[src/hdl/bms_pkg.sv]
package bms_pkg;

    // default geometry
    localparam int unsigned DEF_BUCKET_COUNT     = 8;
    localparam int unsigned DEF_SLOTS_PER_BUCKET = 8;

    // item fields
    localparam int unsigned VALUE_W = 16;
    localparam int unsigned FUNC_W  = 2;

    // remainder unit: reciprocal multiply, then multiply back and subtract
    localparam int unsigned MOD_STEPS = 2;
    localparam int unsigned MSTEP_W   = $clog2(MOD_STEPS + 1);

    // operation codes
    localparam logic [FUNC_W-1:0] FUNC_ADD    = 2'd0;
    localparam logic [FUNC_W-1:0] FUNC_QUERY  = 2'd1;
    localparam logic [FUNC_W-1:0] FUNC_REMOVE = 2'd2;

    // controller states
    typedef enum logic [2:0] {
        S_CLEAR,
        S_IDLE,
        S_MOD,
        S_BASE,
        S_SCAN,
        S_DONE
    } t_state;

    // controller to datapath
    typedef struct packed {
        logic clear_step;
        logic load;
        logic mod_step;
        logic base_calc;
        logic scan_step;
        logic finish;
    } t_cmd;

    // datapath to controller
    typedef struct packed {
        logic clr_last;
        logic mod_done;
        logic scan_done;
        logic out_free;
    } t_sts;

endpackage

[src/hdl/bms_mod_unit.sv]
module bms_mod_unit
    import bms_pkg::*;
#(
    parameter int unsigned BUCKET_COUNT = DEF_BUCKET_COUNT,
    parameter int unsigned BW           = (BUCKET_COUNT > 1) ? $clog2(BUCKET_COUNT) : 1
) (
    input  logic               i_clk,
    input  logic               i_rst_n,
    input  logic               i_load,
    input  logic               i_step,
    input  logic [VALUE_W-1:0] i_value,
    output logic [BW-1:0]      o_bucket,
    output logic               o_done
);

    // quotient by reciprocal: (v * RECIP) >> SHIFT is exact over the whole value range
    localparam int unsigned LOG_B = (BUCKET_COUNT > 1) ? $clog2(BUCKET_COUNT) : 0;
    localparam int unsigned SHIFT = VALUE_W + LOG_B;
    localparam int unsigned RW    = VALUE_W + 1;
    localparam int unsigned PW    = VALUE_W + RW;
    localparam longint unsigned RECIP_FULL =
        ((64'd1 << SHIFT) + 64'(BUCKET_COUNT) - 64'd1) / 64'(BUCKET_COUNT);
    localparam logic [RW-1:0]      RECIP   = RW'(RECIP_FULL);
    localparam logic [VALUE_W-1:0] DIVISOR = VALUE_W'(BUCKET_COUNT);

    logic [VALUE_W-1:0] r_value;
    logic [VALUE_W-1:0] r_quot;
    logic [BW-1:0]      r_rem;
    logic [MSTEP_W-1:0] r_cnt;
    logic [PW-1:0]      w_prod;
    logic [VALUE_W-1:0] w_quot;
    logic [VALUE_W-1:0] w_back;
    logic [VALUE_W-1:0] w_rem;

    // first step: quotient, second step: remainder
    assign w_prod = {{RW{1'b0}}, r_value} * {{VALUE_W{1'b0}}, RECIP};
    assign w_quot = VALUE_W'(w_prod >> SHIFT);
    assign w_back = r_quot * DIVISOR;
    assign w_rem  = r_value - w_back;

    // step counter
    always_ff @(posedge i_clk) begin
        if (!i_rst_n) begin
            r_cnt <= '0;
        end else if (i_load) begin
            r_cnt <= '0;
        end else if (i_step) begin
            r_cnt <= r_cnt + 1'b1;
        end
    end

    // working registers
    always_ff @(posedge i_clk) begin
        if (i_load) begin
            r_value <= i_value;
        end else if (i_step && (r_cnt == MSTEP_W'(0))) begin
            r_quot <= w_quot;
        end else if (i_step) begin
            r_rem <= w_rem[BW-1:0];
        end
    end

    assign o_bucket = r_rem;
    assign o_done   = (r_cnt == MSTEP_W'(MOD_STEPS));

endmodule

[src/hdl/bms_datapath.sv]
module bms_datapath
    import bms_pkg::*;
#(
    parameter int unsigned BUCKET_COUNT     = DEF_BUCKET_COUNT,
    parameter int unsigned SLOTS_PER_BUCKET = DEF_SLOTS_PER_BUCKET
) (
    input  logic               i_clk,
    input  logic               i_rst_n,
    input  t_cmd               i_cmd,
    output t_sts               o_sts,
    input  logic [FUNC_W-1:0]  i_func,
    input  logic [VALUE_W-1:0] i_value,
    output logic               o_out_valid,
    input  logic               i_out_ready,
    output logic               o_found,
    output logic               o_bucket_full
);

    localparam int unsigned TOTAL = BUCKET_COUNT * SLOTS_PER_BUCKET;
    localparam int unsigned AW    = (TOTAL > 1) ? $clog2(TOTAL) : 1;
    localparam int unsigned BW    = (BUCKET_COUNT > 1) ? $clog2(BUCKET_COUNT) : 1;
    localparam int unsigned SCW   = $clog2(SLOTS_PER_BUCKET + 1);
    localparam int unsigned PW    = BW + SCW;
    localparam int unsigned EW    = VALUE_W + 1;

    // entry: valid bit on top of the stored value
    logic [EW-1:0] mem [TOTAL];

    logic [FUNC_W-1:0]  r_func;
    logic [VALUE_W-1:0] r_value;
    logic [BW-1:0]      w_bucket;
    logic               w_mod_done;
    logic [PW-1:0]      w_prod;
    logic [AW-1:0]      r_base;
    logic [SCW-1:0]     r_slot;
    logic [AW-1:0]      r_clr_addr;
    logic               w_rd_en;
    logic [AW-1:0]      w_raddr;
    logic [EW-1:0]      r_rd_data;
    logic [AW-1:0]      r_rd_addr_q;
    logic               r_pend;
    logic               w_hit;
    logic               r_present;
    logic               r_have_free;
    logic [AW-1:0]      r_free_addr;
    logic               w_we;
    logic [AW-1:0]      w_waddr;
    logic [EW-1:0]      w_wdata;
    logic               r_out_valid;
    logic               r_found;
    logic               r_full;
    logic               w_out_free;

    // bucket = value mod bucket count
    bms_mod_unit #(
        .BUCKET_COUNT (BUCKET_COUNT),
        .BW           (BW)
    ) u_mod (
        .i_clk    (i_clk),
        .i_rst_n  (i_rst_n),
        .i_load   (i_cmd.load),
        .i_step   (i_cmd.mod_step),
        .i_value  (i_value),
        .o_bucket (w_bucket),
        .o_done   (w_mod_done)
    );

    // captured item
    always_ff @(posedge i_clk) begin
        if (i_cmd.load) begin
            r_func  <= i_func;
            r_value <= i_value;
        end
    end

    // first slot of the bucket
    assign w_prod = {{SCW{1'b0}}, w_bucket} * {{BW{1'b0}}, SCW'(SLOTS_PER_BUCKET)};

    always_ff @(posedge i_clk) begin
        if (i_cmd.base_calc) begin
            r_base <= w_prod[AW-1:0];
        end
    end

    // slot counter for the bucket walk
    always_ff @(posedge i_clk) begin
        if (!i_rst_n) begin
            r_slot <= '0;
        end else if (i_cmd.base_calc) begin
            r_slot <= '0;
        end else if (w_rd_en) begin
            r_slot <= r_slot + 1'b1;
        end
    end

    assign w_rd_en = i_cmd.scan_step && (r_slot != SCW'(SLOTS_PER_BUCKET));
    assign w_raddr = r_base + AW'(r_slot);

    // clearing pass address
    always_ff @(posedge i_clk) begin
        if (!i_rst_n) begin
            r_clr_addr <= '0;
        end else if (i_cmd.clear_step) begin
            r_clr_addr <= r_clr_addr + 1'b1;
        end
    end

    // read pipeline
    always_ff @(posedge i_clk) begin
        if (!i_rst_n) begin
            r_pend <= 1'b0;
        end else begin
            r_pend <= w_rd_en;
        end
    end

    always_ff @(posedge i_clk) begin
        if (w_rd_en) begin
            r_rd_data   <= mem[w_raddr];
            r_rd_addr_q <= w_raddr;
        end
    end

    assign w_hit = r_pend && r_rd_data[EW-1] && (r_rd_data[VALUE_W-1:0] == r_value);

    // presence and first free slot
    always_ff @(posedge i_clk) begin
        if (!i_rst_n) begin
            r_present   <= 1'b0;
            r_have_free <= 1'b0;
        end else if (i_cmd.load) begin
            r_present   <= 1'b0;
            r_have_free <= 1'b0;
        end else if (r_pend) begin
            if (w_hit) begin
                r_present <= 1'b1;
            end
            if (!r_rd_data[EW-1] && !r_have_free) begin
                r_have_free <= 1'b1;
            end
        end
    end

    always_ff @(posedge i_clk) begin
        if (r_pend && !r_rd_data[EW-1] && !r_have_free) begin
            r_free_addr <= r_rd_addr_q;
        end
    end

    // write port: clearing pass, remove of a match, or add
    always_comb begin
        w_we    = 1'b0;
        w_waddr = r_clr_addr;
        w_wdata = '0;
        if (i_cmd.clear_step) begin
            w_we = 1'b1;
        end else if (w_hit && (r_func == FUNC_REMOVE)) begin
            w_we    = 1'b1;
            w_waddr = r_rd_addr_q;
        end else if (i_cmd.finish && (r_func == FUNC_ADD) && r_have_free) begin
            w_we    = 1'b1;
            w_waddr = r_free_addr;
            w_wdata = {1'b1, r_value};
        end
    end

    always_ff @(posedge i_clk) begin
        if (w_we) begin
            mem[w_waddr] <= w_wdata;
        end
    end

    // result register
    assign w_out_free = !r_out_valid || i_out_ready;

    always_ff @(posedge i_clk) begin
        if (!i_rst_n) begin
            r_out_valid <= 1'b0;
        end else if (i_cmd.finish) begin
            r_out_valid <= 1'b1;
        end else if (i_out_ready) begin
            r_out_valid <= 1'b0;
        end
    end

    always_ff @(posedge i_clk) begin
        if (i_cmd.finish) begin
            r_found <= r_present && ((r_func == FUNC_ADD) || (r_func == FUNC_QUERY)
                                     || (r_func == FUNC_REMOVE));
            r_full  <= (r_func == FUNC_ADD) && !r_have_free;
        end
    end

    // status
    assign o_sts.clr_last  = (r_clr_addr == AW'(TOTAL - 1));
    assign o_sts.mod_done  = w_mod_done;
    assign o_sts.scan_done = (r_slot == SCW'(SLOTS_PER_BUCKET)) && !r_pend;
    assign o_sts.out_free  = w_out_free;

    assign o_out_valid   = r_out_valid;
    assign o_found       = r_found;
    assign o_bucket_full = r_full;

    // a write-back never lands on the slot being read
    a_no_rw_clash: assert property (@(posedge i_clk) disable iff (!i_rst_n)
        (w_we && w_rd_en) |-> (w_waddr != w_raddr))
        else $error("memory write and read at the same slot");

    // the walk never leaves its bucket
    a_slot_bound: assert property (@(posedge i_clk) disable iff (!i_rst_n)
        r_slot <= SCW'(SLOTS_PER_BUCKET))
        else $error("slot counter past bucket end");

    // a result is only produced when the previous one has gone
    a_no_overwrite: assert property (@(posedge i_clk) disable iff (!i_rst_n)
        i_cmd.finish |-> w_out_free)
        else $error("result overwritten before it was taken");

    // bucket_full only ever comes from an add
    a_full_on_add: assert property (@(posedge i_clk) disable iff (!i_rst_n)
        i_cmd.finish |=> (!r_full || (r_func == FUNC_ADD)))
        else $error("bucket_full on an operation other than add");

endmodule

[src/hdl/bms_ctrl.sv]
module bms_ctrl
    import bms_pkg::*;
(
    input  logic i_clk,
    input  logic i_rst_n,
    input  logic i_in_valid,
    output logic o_in_ready,
    input  t_sts i_sts,
    output t_cmd o_cmd
);

    t_state r_state, n_state;

    // state register
    always_ff @(posedge i_clk) begin
        if (!i_rst_n) begin
            r_state <= S_CLEAR;
        end else begin
            r_state <= n_state;
        end
    end

    // next state and commands
    always_comb begin
        n_state    = r_state;
        o_cmd      = '0;
        o_in_ready = 1'b0;
        case (r_state)
            S_CLEAR: begin
                o_cmd.clear_step = 1'b1;
                if (i_sts.clr_last) begin
                    n_state = S_IDLE;
                end
            end
            S_IDLE: begin
                o_in_ready = 1'b1;
                if (i_in_valid) begin
                    o_cmd.load = 1'b1;
                    n_state    = S_MOD;
                end
            end
            S_MOD: begin
                if (i_sts.mod_done) begin
                    n_state = S_BASE;
                end else begin
                    o_cmd.mod_step = 1'b1;
                end
            end
            S_BASE: begin
                o_cmd.base_calc = 1'b1;
                n_state         = S_SCAN;
            end
            S_SCAN: begin
                if (i_sts.scan_done) begin
                    n_state = S_DONE;
                end else begin
                    o_cmd.scan_step = 1'b1;
                end
            end
            S_DONE: begin
                if (i_sts.out_free) begin
                    o_cmd.finish = 1'b1;
                    n_state      = S_IDLE;
                end
            end
            default: begin
                n_state = S_IDLE;
            end
        endcase
    end

endmodule

[src/hdl/bucketed_membership_set.sv]
// Set of 16-bit descriptor numbers held in BUCKET_COUNT buckets of SLOTS_PER_BUCKET
// slots; a value lives in bucket (value mod BUCKET_COUNT). func 0 adds the value in
// the lowest free slot of its bucket (duplicates allowed; a full bucket drops the add
// and sets bucket_full), func 1 queries, func 2 removes every copy; found tells whether
// the value was present before the operation, and func 3 changes nothing and returns
// zeros. One item is in work at a time; from acceptance to its result it passes through
// the remainder unit (reciprocal multiply, multiply back, hand-off), the forming of the
// bucket base, one read of the slot memory per slot of the bucket through its single
// read port, the drain of the last read that ends the walk, and the load of the output
// register. The input is ready again in the cycle after that. A new item is taken while
// the previous result still waits in the output register; a result that is not taken
// holds the next one in its last cycle. After reset the block runs a clearing pass over
// every slot before it takes the first item.
module bucketed_membership_set
    import bms_pkg::*;
#(
    parameter int unsigned BUCKET_COUNT     = DEF_BUCKET_COUNT,
    parameter int unsigned SLOTS_PER_BUCKET = DEF_SLOTS_PER_BUCKET
) (
    input  logic               i_clk,
    input  logic               i_rst_n,
    input  logic               i_in_valid,
    output logic               o_in_ready,
    input  logic [FUNC_W-1:0]  i_func,
    input  logic [VALUE_W-1:0] i_value,
    output logic               o_out_valid,
    input  logic               i_out_ready,
    output logic               o_found,
    output logic               o_bucket_full
);

    t_cmd w_cmd;
    t_sts w_sts;

    // sequencer
    bms_ctrl u_ctrl (
        .i_clk      (i_clk),
        .i_rst_n    (i_rst_n),
        .i_in_valid (i_in_valid),
        .o_in_ready (o_in_ready),
        .i_sts      (w_sts),
        .o_cmd      (w_cmd)
    );

    // slot memory, remainder unit and result register
    bms_datapath #(
        .BUCKET_COUNT     (BUCKET_COUNT),
        .SLOTS_PER_BUCKET (SLOTS_PER_BUCKET)
    ) u_dp (
        .i_clk         (i_clk),
        .i_rst_n       (i_rst_n),
        .i_cmd         (w_cmd),
        .o_sts         (w_sts),
        .i_func        (i_func),
        .i_value       (i_value),
        .o_out_valid   (o_out_valid),
        .i_out_ready   (i_out_ready),
        .o_found       (o_found),
        .o_bucket_full (o_bucket_full)
    );

endmodule

[config.mk]
export PLATFORM = sky130hd
export DESIGN_NAME = bucketed_membership_set
export DESIGN_NICKNAME = d
export VERILOG_FILES = /design/src/hdl/bms_pkg.sv /design/src/hdl/bms_mod_unit.sv /design/src/hdl/bms_datapath.sv /design/src/hdl/bms_ctrl.sv /design/src/hdl/bucketed_membership_set.sv
export SDC_FILE = /design/constraint.sdc
export NUM_CORES = 1
export LEC_CHECK = 0
export BUFFER_PORTS_ARGS = -buffer_cell sky130_fd_sc_hd__buf_2
export CAP_MARGIN = 10
export CORE_ASPECT_RATIO = 0.5
export CORE_UTILIZATION = 44
export DETAILED_ROUTE_END_ITERATION = 16
export PLACE_DENSITY_LB_ADDON = 0.25
export RECOVER_POWER = 25
export SETUP_SLACK_MARGIN = 0.05
export SLEW_MARGIN = 25
export SYNTH_ARGS = -nofsm -noshare
export SYNTH_HDL_FRONTEND = slang
export SYNTH_SLANG_ARGS = --single-unit
[constraint.sdc]
create_clock -name i_clk -period 10.6 [get_ports i_clk]
set_clock_uncertainty 0.2 [all_clocks]
set_input_delay 0 -clock i_clk [delete_from_list [all_inputs] [get_ports i_clk]]
set_output_delay 0 -clock i_clk [all_outputs]
set_load 0.005 [all_outputs]
==> results.cfg, run 1 <==
[global_route]
grt_use_met3_pct = 3.51
grt_pass1_wl_um = 156000
antenna_found_initial = 3
grt_pass1_vias = 20694
grt_max_degree = 142
grt_usage_pct = 21.4
gr-total-overflow = 0
grtUsageMet1_pct = 33.2
top_usage_layer = met1
grt_util_met2_pct = 32.0

[routing]
ant_nets = 0
vias = 20883
via_per_inst = 6.04
wl_per_cell_um = 31.6
drc = 0
dr.pass1.iters = 5
drt_iter0_drc = 2523
routed_wirelength_um = 109000

[timing]
finalSetupViolCount = 0
drv_slew = 487
worstMarginPinSlew_ns = 4.05
fin_setup_tns_ns = 0
fin_crit_ns = 7.23
timing.final.crit_share_pct = 68.2
max_freq_mhz = 138
finalHoldViolCount = 0
rsz0062_at_grt = no
slew_headroom_pct = -170

[die]
ios = 26
die_w_um = 453
start_util_pct = 44.6
core_um2 = 101000
die_y_um = 228
rows = 82
dieArea_um2 = 103000

[clocking]
clock_path_buffers = 3
cts_setup_buffers = 0
cts.sinks = 1162
ctsRootBufferMaster = clkbuf_16
tritoncts = yes
numCtsBuffers = 102
clk-insertion-delay-late_ns = 0.69
cts_resized = 0
htreeDepth = 3
path_clk_slew_ns = 0.06

[run_status]
outcome = finished with violations
violations = max-capacitance violations, max-slew violations

[critical_path]
crit_path_end_kind = flip-flop
cp.arrival_ns = 7.06
rr_startpoint = u_ctrl.r_state[0]$_SDFFE_PN0P_
start_kind = flip-flop
path_max_fanout = 87
cp.required_ns = 10.44
startpoint = u_ctrl.r_state[0]$_SDFFE_PN0P_
critical_path_class = flip-flop to flip-flop

[logic_synthesis]
yosys-top-cells-area = edfxtp_1 (77%), mux4_2 (18%), dfxtp_1 (0.85%)
synth_top_area_cell = edfxtp_1
synth_seq_cells = 1162
synth_top_family_by_area = multiplexers
ys.warnings.count = 0
syn_nets = 1913
async_flop_share_pct = 0
synth.avg_cell_area_um2 = 23.8
synth_top_area_share_pct = 76.6
yosysSeqAreaShare_pct = 77.4
synthSimpleGateAreaFrac_pct = 2.17
ys_types = 57
synth_xor_area_share_pct = 0.488
mappedNetlistArea_um2 = 44800
synthCells = 1884
synth-compound-area-share_pct = 0.617
synthMuxAreaShare_pct = 18.0
synth_fa_ha_area_share_pct = 0.195
synth_ff_type = edfxtp_1
synth_edf_count = 1143

[cells_and_area]
final_layout_size_suffix_gt1_share_pct = 31.8
fill_cells = 7783
fin_nets = 2065
final_cells = 3457
area_growth_pct = 13.3

[power_and_ir_drop]
total_power_uw = 9180
power_density_nw_per_um2 = 181
p_leak_uw = 0.0164
max-vdd-ir-drop_v = 0.000144

[placed_design]
gp_congestion = 0.871
dp.cells = 3233
hpwl_um = 61600
io_buffer_count = 25

[hold_path]
worstHoldStart = i_out_ready
hp-class = input port to flip-flop

[flow_run]
maxCapViolCount = 13
-- synth_stat cells, types with 5 or more instances --
master	count
clkbuf_1	54
buf_2	35
nand2b_1	9
dfxtp_1	19
xnor2_1	13
nand3_1	5
nor4_1	17
ha_1	7
mux4_2	357
nor2_1	38
a21oi_1	12
inv_1	9
edfxtp_1	1143
nand2_1	13
xor2_1	12
nor2b_1	5
nor3_1	43
buf_1	6
nand4_1	6
and2_1	22
-- power by group --
part           switching, uW  internal [uW]
registers               48.4           5100
clock network           1600           1950
logic                    316            168
total                   1960           7220
-- cell families (layout without fill, tap and decap cells) --
kind of cell	after synthesis	after routing
flops	1162	1162
mux	359	359
simple gates	180	180
buf+inv	112	339
compound gates	39	39
xor+xnor	25	25
fa+ha+maj	7	7
other cells	0	2
-- sequential cells by signal, indices dropped and copies added (netlist names), 4 cells and up --
name,count
u_dp.r_rd_data,17
u_dp.r_free_addr,6
u_dp.r_slot,4
u_dp.r_rd_addr_q,6
u_dp.u_mod.r_value,16
u_dp.r_clr_addr,6
u_dp.mem,1088
-- layout make-up --
cell class,instances,area [um^2],area share [%]
Timing Repair Buffer,149,1210,2.38
Clock inverter,39,285,0.562
Inverter,11,41.3,0.0813
Clock buffer,140,2830,5.57
Antenna cell,2,5.00,0.00986
Tap cell,1344,1680,3.31
Sequential cell,1162,34700,68.4
Multi-Input combinational cell,610,10000,19.7
-- critical path: stages (launching register included) --
cell and delay [ns]:
dfxtp_1 0.60, nand3b_1 0.20, or3_1 0.48, clkinv_1 0.07, clkbuf_1 2.41, and2_2 0.43
clkbuf_1 2.13
-- what timing repair did --
action,4_1_cts,5_1_grt
hold buffers,41,0
endpoints found under the setup margin,0,0
endpoints found under the hold margin,39,0
-- metrics by stage --
stage / util [%] / cell area [um^2] / worst slack (ns) / hold slack, ns
6_report: 50.5 / 50800 / 3.37 / 0.0708
5_1_grt: 50.5 / 50800 / 2.85 / 0.0681
4_1_cts: 50.5 / 50800 / 5.94 / 0.0134
3_5_place_dp: 47.0 / 47300 / 5.96 / -0.0192
3_3_place_gp: 46.9 / 47200 / 6.08 / -0.0202
2_1_floorplan: - / 44800 / 6.03 / -0.101
-- final timing paths --
| path | to | slack [ns] | cells past startpoint |
|---|---|---|---|
| worst max-delay path | u_dp.mem[36][11]$_DFFE_PP_ | 3.37 | 6 |
| worst min-delay path | u_dp.o_out_valid$_SDFFE_PN0P_ | 0.07 | 4 |
| worst max register to register | u_dp.mem[36][11]$_DFFE_PP_ | 3.37 | 6 |
| worst min register to register | u_dp.r_base[4]$_DFFE_PP_ | 0.24 | 0 |
-- routing by layer --
| metal | share of wire [%] | vias to the layer above |
|---|---|---|
| met5 | 0 | - |
| met4 | 2.1 | 0 |
| met3 | 6.4 | 136 |
| met2 | 46 | 746 |
| met1 | 45 | 11609 |
| li1 | - | 8392 |
-- placed cells by master (no fill, tap or decap), drive strengths merged, types with 3 or more instances in the layout --
| cell type | instances |
|---|---|
| dlygate4sd3 | 41 |
| or3 | 5 |
| or3b | 3 |
| a221oi | 4 |
| nor2b | 5 |
| inv | 9 |
| clkbuf | 157 |
| nor2 | 38 |
| edfxtp | 1143 |
| nor3 | 43 |
| nand3b | 3 |
| ha | 7 |
| a21oi | 13 |
| mux4 | 357 |
| xnor2 | 13 |
| nand2b | 9 |
| clkinv | 35 |
| o21ai | 5 |
| nand4 | 6 |
| buf | 91 |
| bufinv | 4 |
| and2 | 22 |
| nand3 | 5 |
| xor2 | 12 |
| dfxtp | 19 |
| nor4 | 17 |
| nand2 | 13 |
| nor3b | 3 |
Note: power is estimated with default switching activity, not from simulation.
==> inputs of run 2 (changes only) <==
clock period = 7.1 ns   (was 10.6 ns; I/O delays follow)
==> run 2 against run 1 <==
Net effect:
- the run still ends with max-capacitance violations, max-slew violations left
- sequential power rose by 49%
- utilization up 0.097 points
- clock power grew 53%
- via count decreased by 0.45%
- global-route usage down 0.50 points
- cell area up 0.19%
- non-clock buffer count down 1
- fmax increased by 30%
- cell count up 0.26%
==> results.cfg, run 2 (synthesis gave the netlist of run 1 again) <==
[run_status]
outcome = finished with violations
violations = max-capacitance violations, max-slew violations

[clocking]
clk-insertion-delay-late_ns = 0.70
numCtsBuffers = 103
htreeDepth = 3
cts_setup_buffers = 0
clock_path_buffers = 3
cts.sinks = 1162
tritoncts = yes
ctsRootBufferMaster = clkbuf_16
path_clk_slew_ns = 0.07

[critical_path]
rr_startpoint = u_dp.r_func[0]$_DFFE_PP_
r2r_slack_ns = 1.52
start_kind = flip-flop
path_max_fanout = 47
max_stage_delay_ns = 1.46
cp.arrival_ns = 5.82
critPathBufInv = 3
crit_path_end_kind = flip-flop
critical_path_class = flip-flop to flip-flop
slowest_stage = clkbuf_1
path_delay_family = buffers and inverters
crit_chain = or3b_1, or3_1, inv_1, clkbuf_1, and2_2, buf_4
rr_endpoint = u_dp.mem[0][7]$_DFFE_PP_
cp.required_ns = 7.34
r2r_cells = 6

[hold_path]
min_to = u_dp.r_slot[2]$_SDFFE_PP0P_
hp-class = input port to flip-flop
worstHoldStart = i_rst_n
hold_depth = 4

[die]
dieArea_um2 = 103000
rows = 82
die_w_um = 453
core_um2 = 101000
die_y_um = 228
ios = 26
start_util_pct = 44.6

[timing]
fin_setup_tns_ns = 0
finalSetupViolCount = 0
slew_headroom_pct = -143
timing.final.crit_share_pct = 78.6
max_freq_mhz = 179
drv_slew = 257
finalHoldViolCount = 0
worstMarginPinSlew_ns = 3.65
fin_crit_ns = 5.58
rsz0062_at_grt = no

[routing]
dr.pass1.iters = 7
wl_per_cell_um = 30.6
ant_nets = 0
drt_iter0_drc = 2275
via_per_inst = 6.00
vias = 20789
routed_wirelength_um = 106000
drc = 0

[cells_and_area]
final_cell_mix = edfxtp_1 (1143), mux4_2 (357), clkbuf_16 (108), buf_4 (72), dlygate4sd3_1 (41)
final_cells = 3466
final_common_cell = edfxtp_1
largest_reg_flops = 1088
top_regs = u_dp.mem (1088), u_dp.r_rd_data (17), u_dp.u_mod.r_value (16)
area_growth_pct = 13.5
antenna_cells = 0
top_register = u_dp.mem
final_layout_size_suffix_gt1_share_pct = 32.1
fin_nets = 2065

[placed_design]
hpwl_um = 63000
dp.cells = 3234
gp_congestion = 0.890
io_buffer_count = 25

[global_route]
grt_pass1_vias = 20419
grt_pass1_wl_um = 153000
antenna_found_initial = 2
grt_usage_pct = 20.9
gr-total-overflow = 0
grt_max_degree = 114

[power_and_ir_drop]
p_leak_uw = 0.0165
max-vdd-ir-drop_v = 0.000186
power_density_nw_per_um2 = 272

[flow_run]
maxCapViolCount = 7
run 2: tightest hold or removal path: stages:
cell and delay [ns]:
dlygate4sd3_1 0.53, buf_2 0.16, nand2b_1 0.15, nor2_1 0.06
run 2: final cells by class:
cell class,instances,area [um^2]
Clock buffer,127,2770
Clock inverter,64,480
Fill cell,7816,49700
Inverter,11,41.3
Multi-Input combinational cell,610,10000
Sequential cell,1162,34700
Tap cell,1344,1680
Timing Repair Buffer,148,1190
run 2: metrics by stage:
step	utilization (%)	power (uW)	hold slack [ns]	instance area [um^2]	worst slack [ns]
after floorplan	-	8210	-0.101	44800	2.53
after global placement	47.0	8510	-0.0139	47200	2.50
after detailed placement	47.0	8520	-0.00803	47300	2.44
after CTS	50.7	13900	0.0105	50900	2.42
after global routing	50.6	14200	0.0644	50900	1.19
final	50.6	13800	0.0527	50900	1.52
run 2: metal layers:
metal | wire length (um) | track usage [%] | vias to the layer above
met5 | 0 | 0 | -
li1 | - | - | 8412
met4 | 2350 | 5.06 | 0
met2 | 48600 | 30.8 | 817
met1 | 47000 | 32.2 | 11436
met3 | 8140 | 4.06 | 124
run 2: report_power, final:
part | switching [uW] | internal [uW] | leakage, uW
registers | 61.1 | 7620 | 0.0119
logic | 459 | 252 | 0.00300
clock network | 2420 | 3020 | 0.00160
total | 2940 | 10900 | 0.0165
run 2: how the worst max path moves through the flow:
stage                                     end  cells after the start                           start
2_1_floorplan  u_ctrl.r_state[0]$_SDFFE_PN0P_                     10     u_dp.r_slot[1]$_SDFFE_PP0P_
3_3_place_gp        u_dp.mem[25][9]$_DFFE_PP_                      8     u_dp.r_rd_data[7]$_DFFE_PP_
3_5_place_dp        u_dp.mem[25][9]$_DFFE_PP_                      8     u_dp.r_rd_data[7]$_DFFE_PP_
4_1_cts             u_dp.mem[25][9]$_DFFE_PP_                      8     u_dp.r_rd_data[7]$_DFFE_PP_
5_1_grt             u_dp.mem[45][9]$_DFFE_PP_                      6  u_ctrl.r_state[0]$_SDFFE_PN0P_
6_report             u_dp.mem[0][7]$_DFFE_PP_                      6        u_dp.r_func[0]$_DFFE_PP_
run 2: timing repair:
item,CTS,global route
hold endpoints to repair,39,0
resized for setup,0,0
hold buffers,41,0
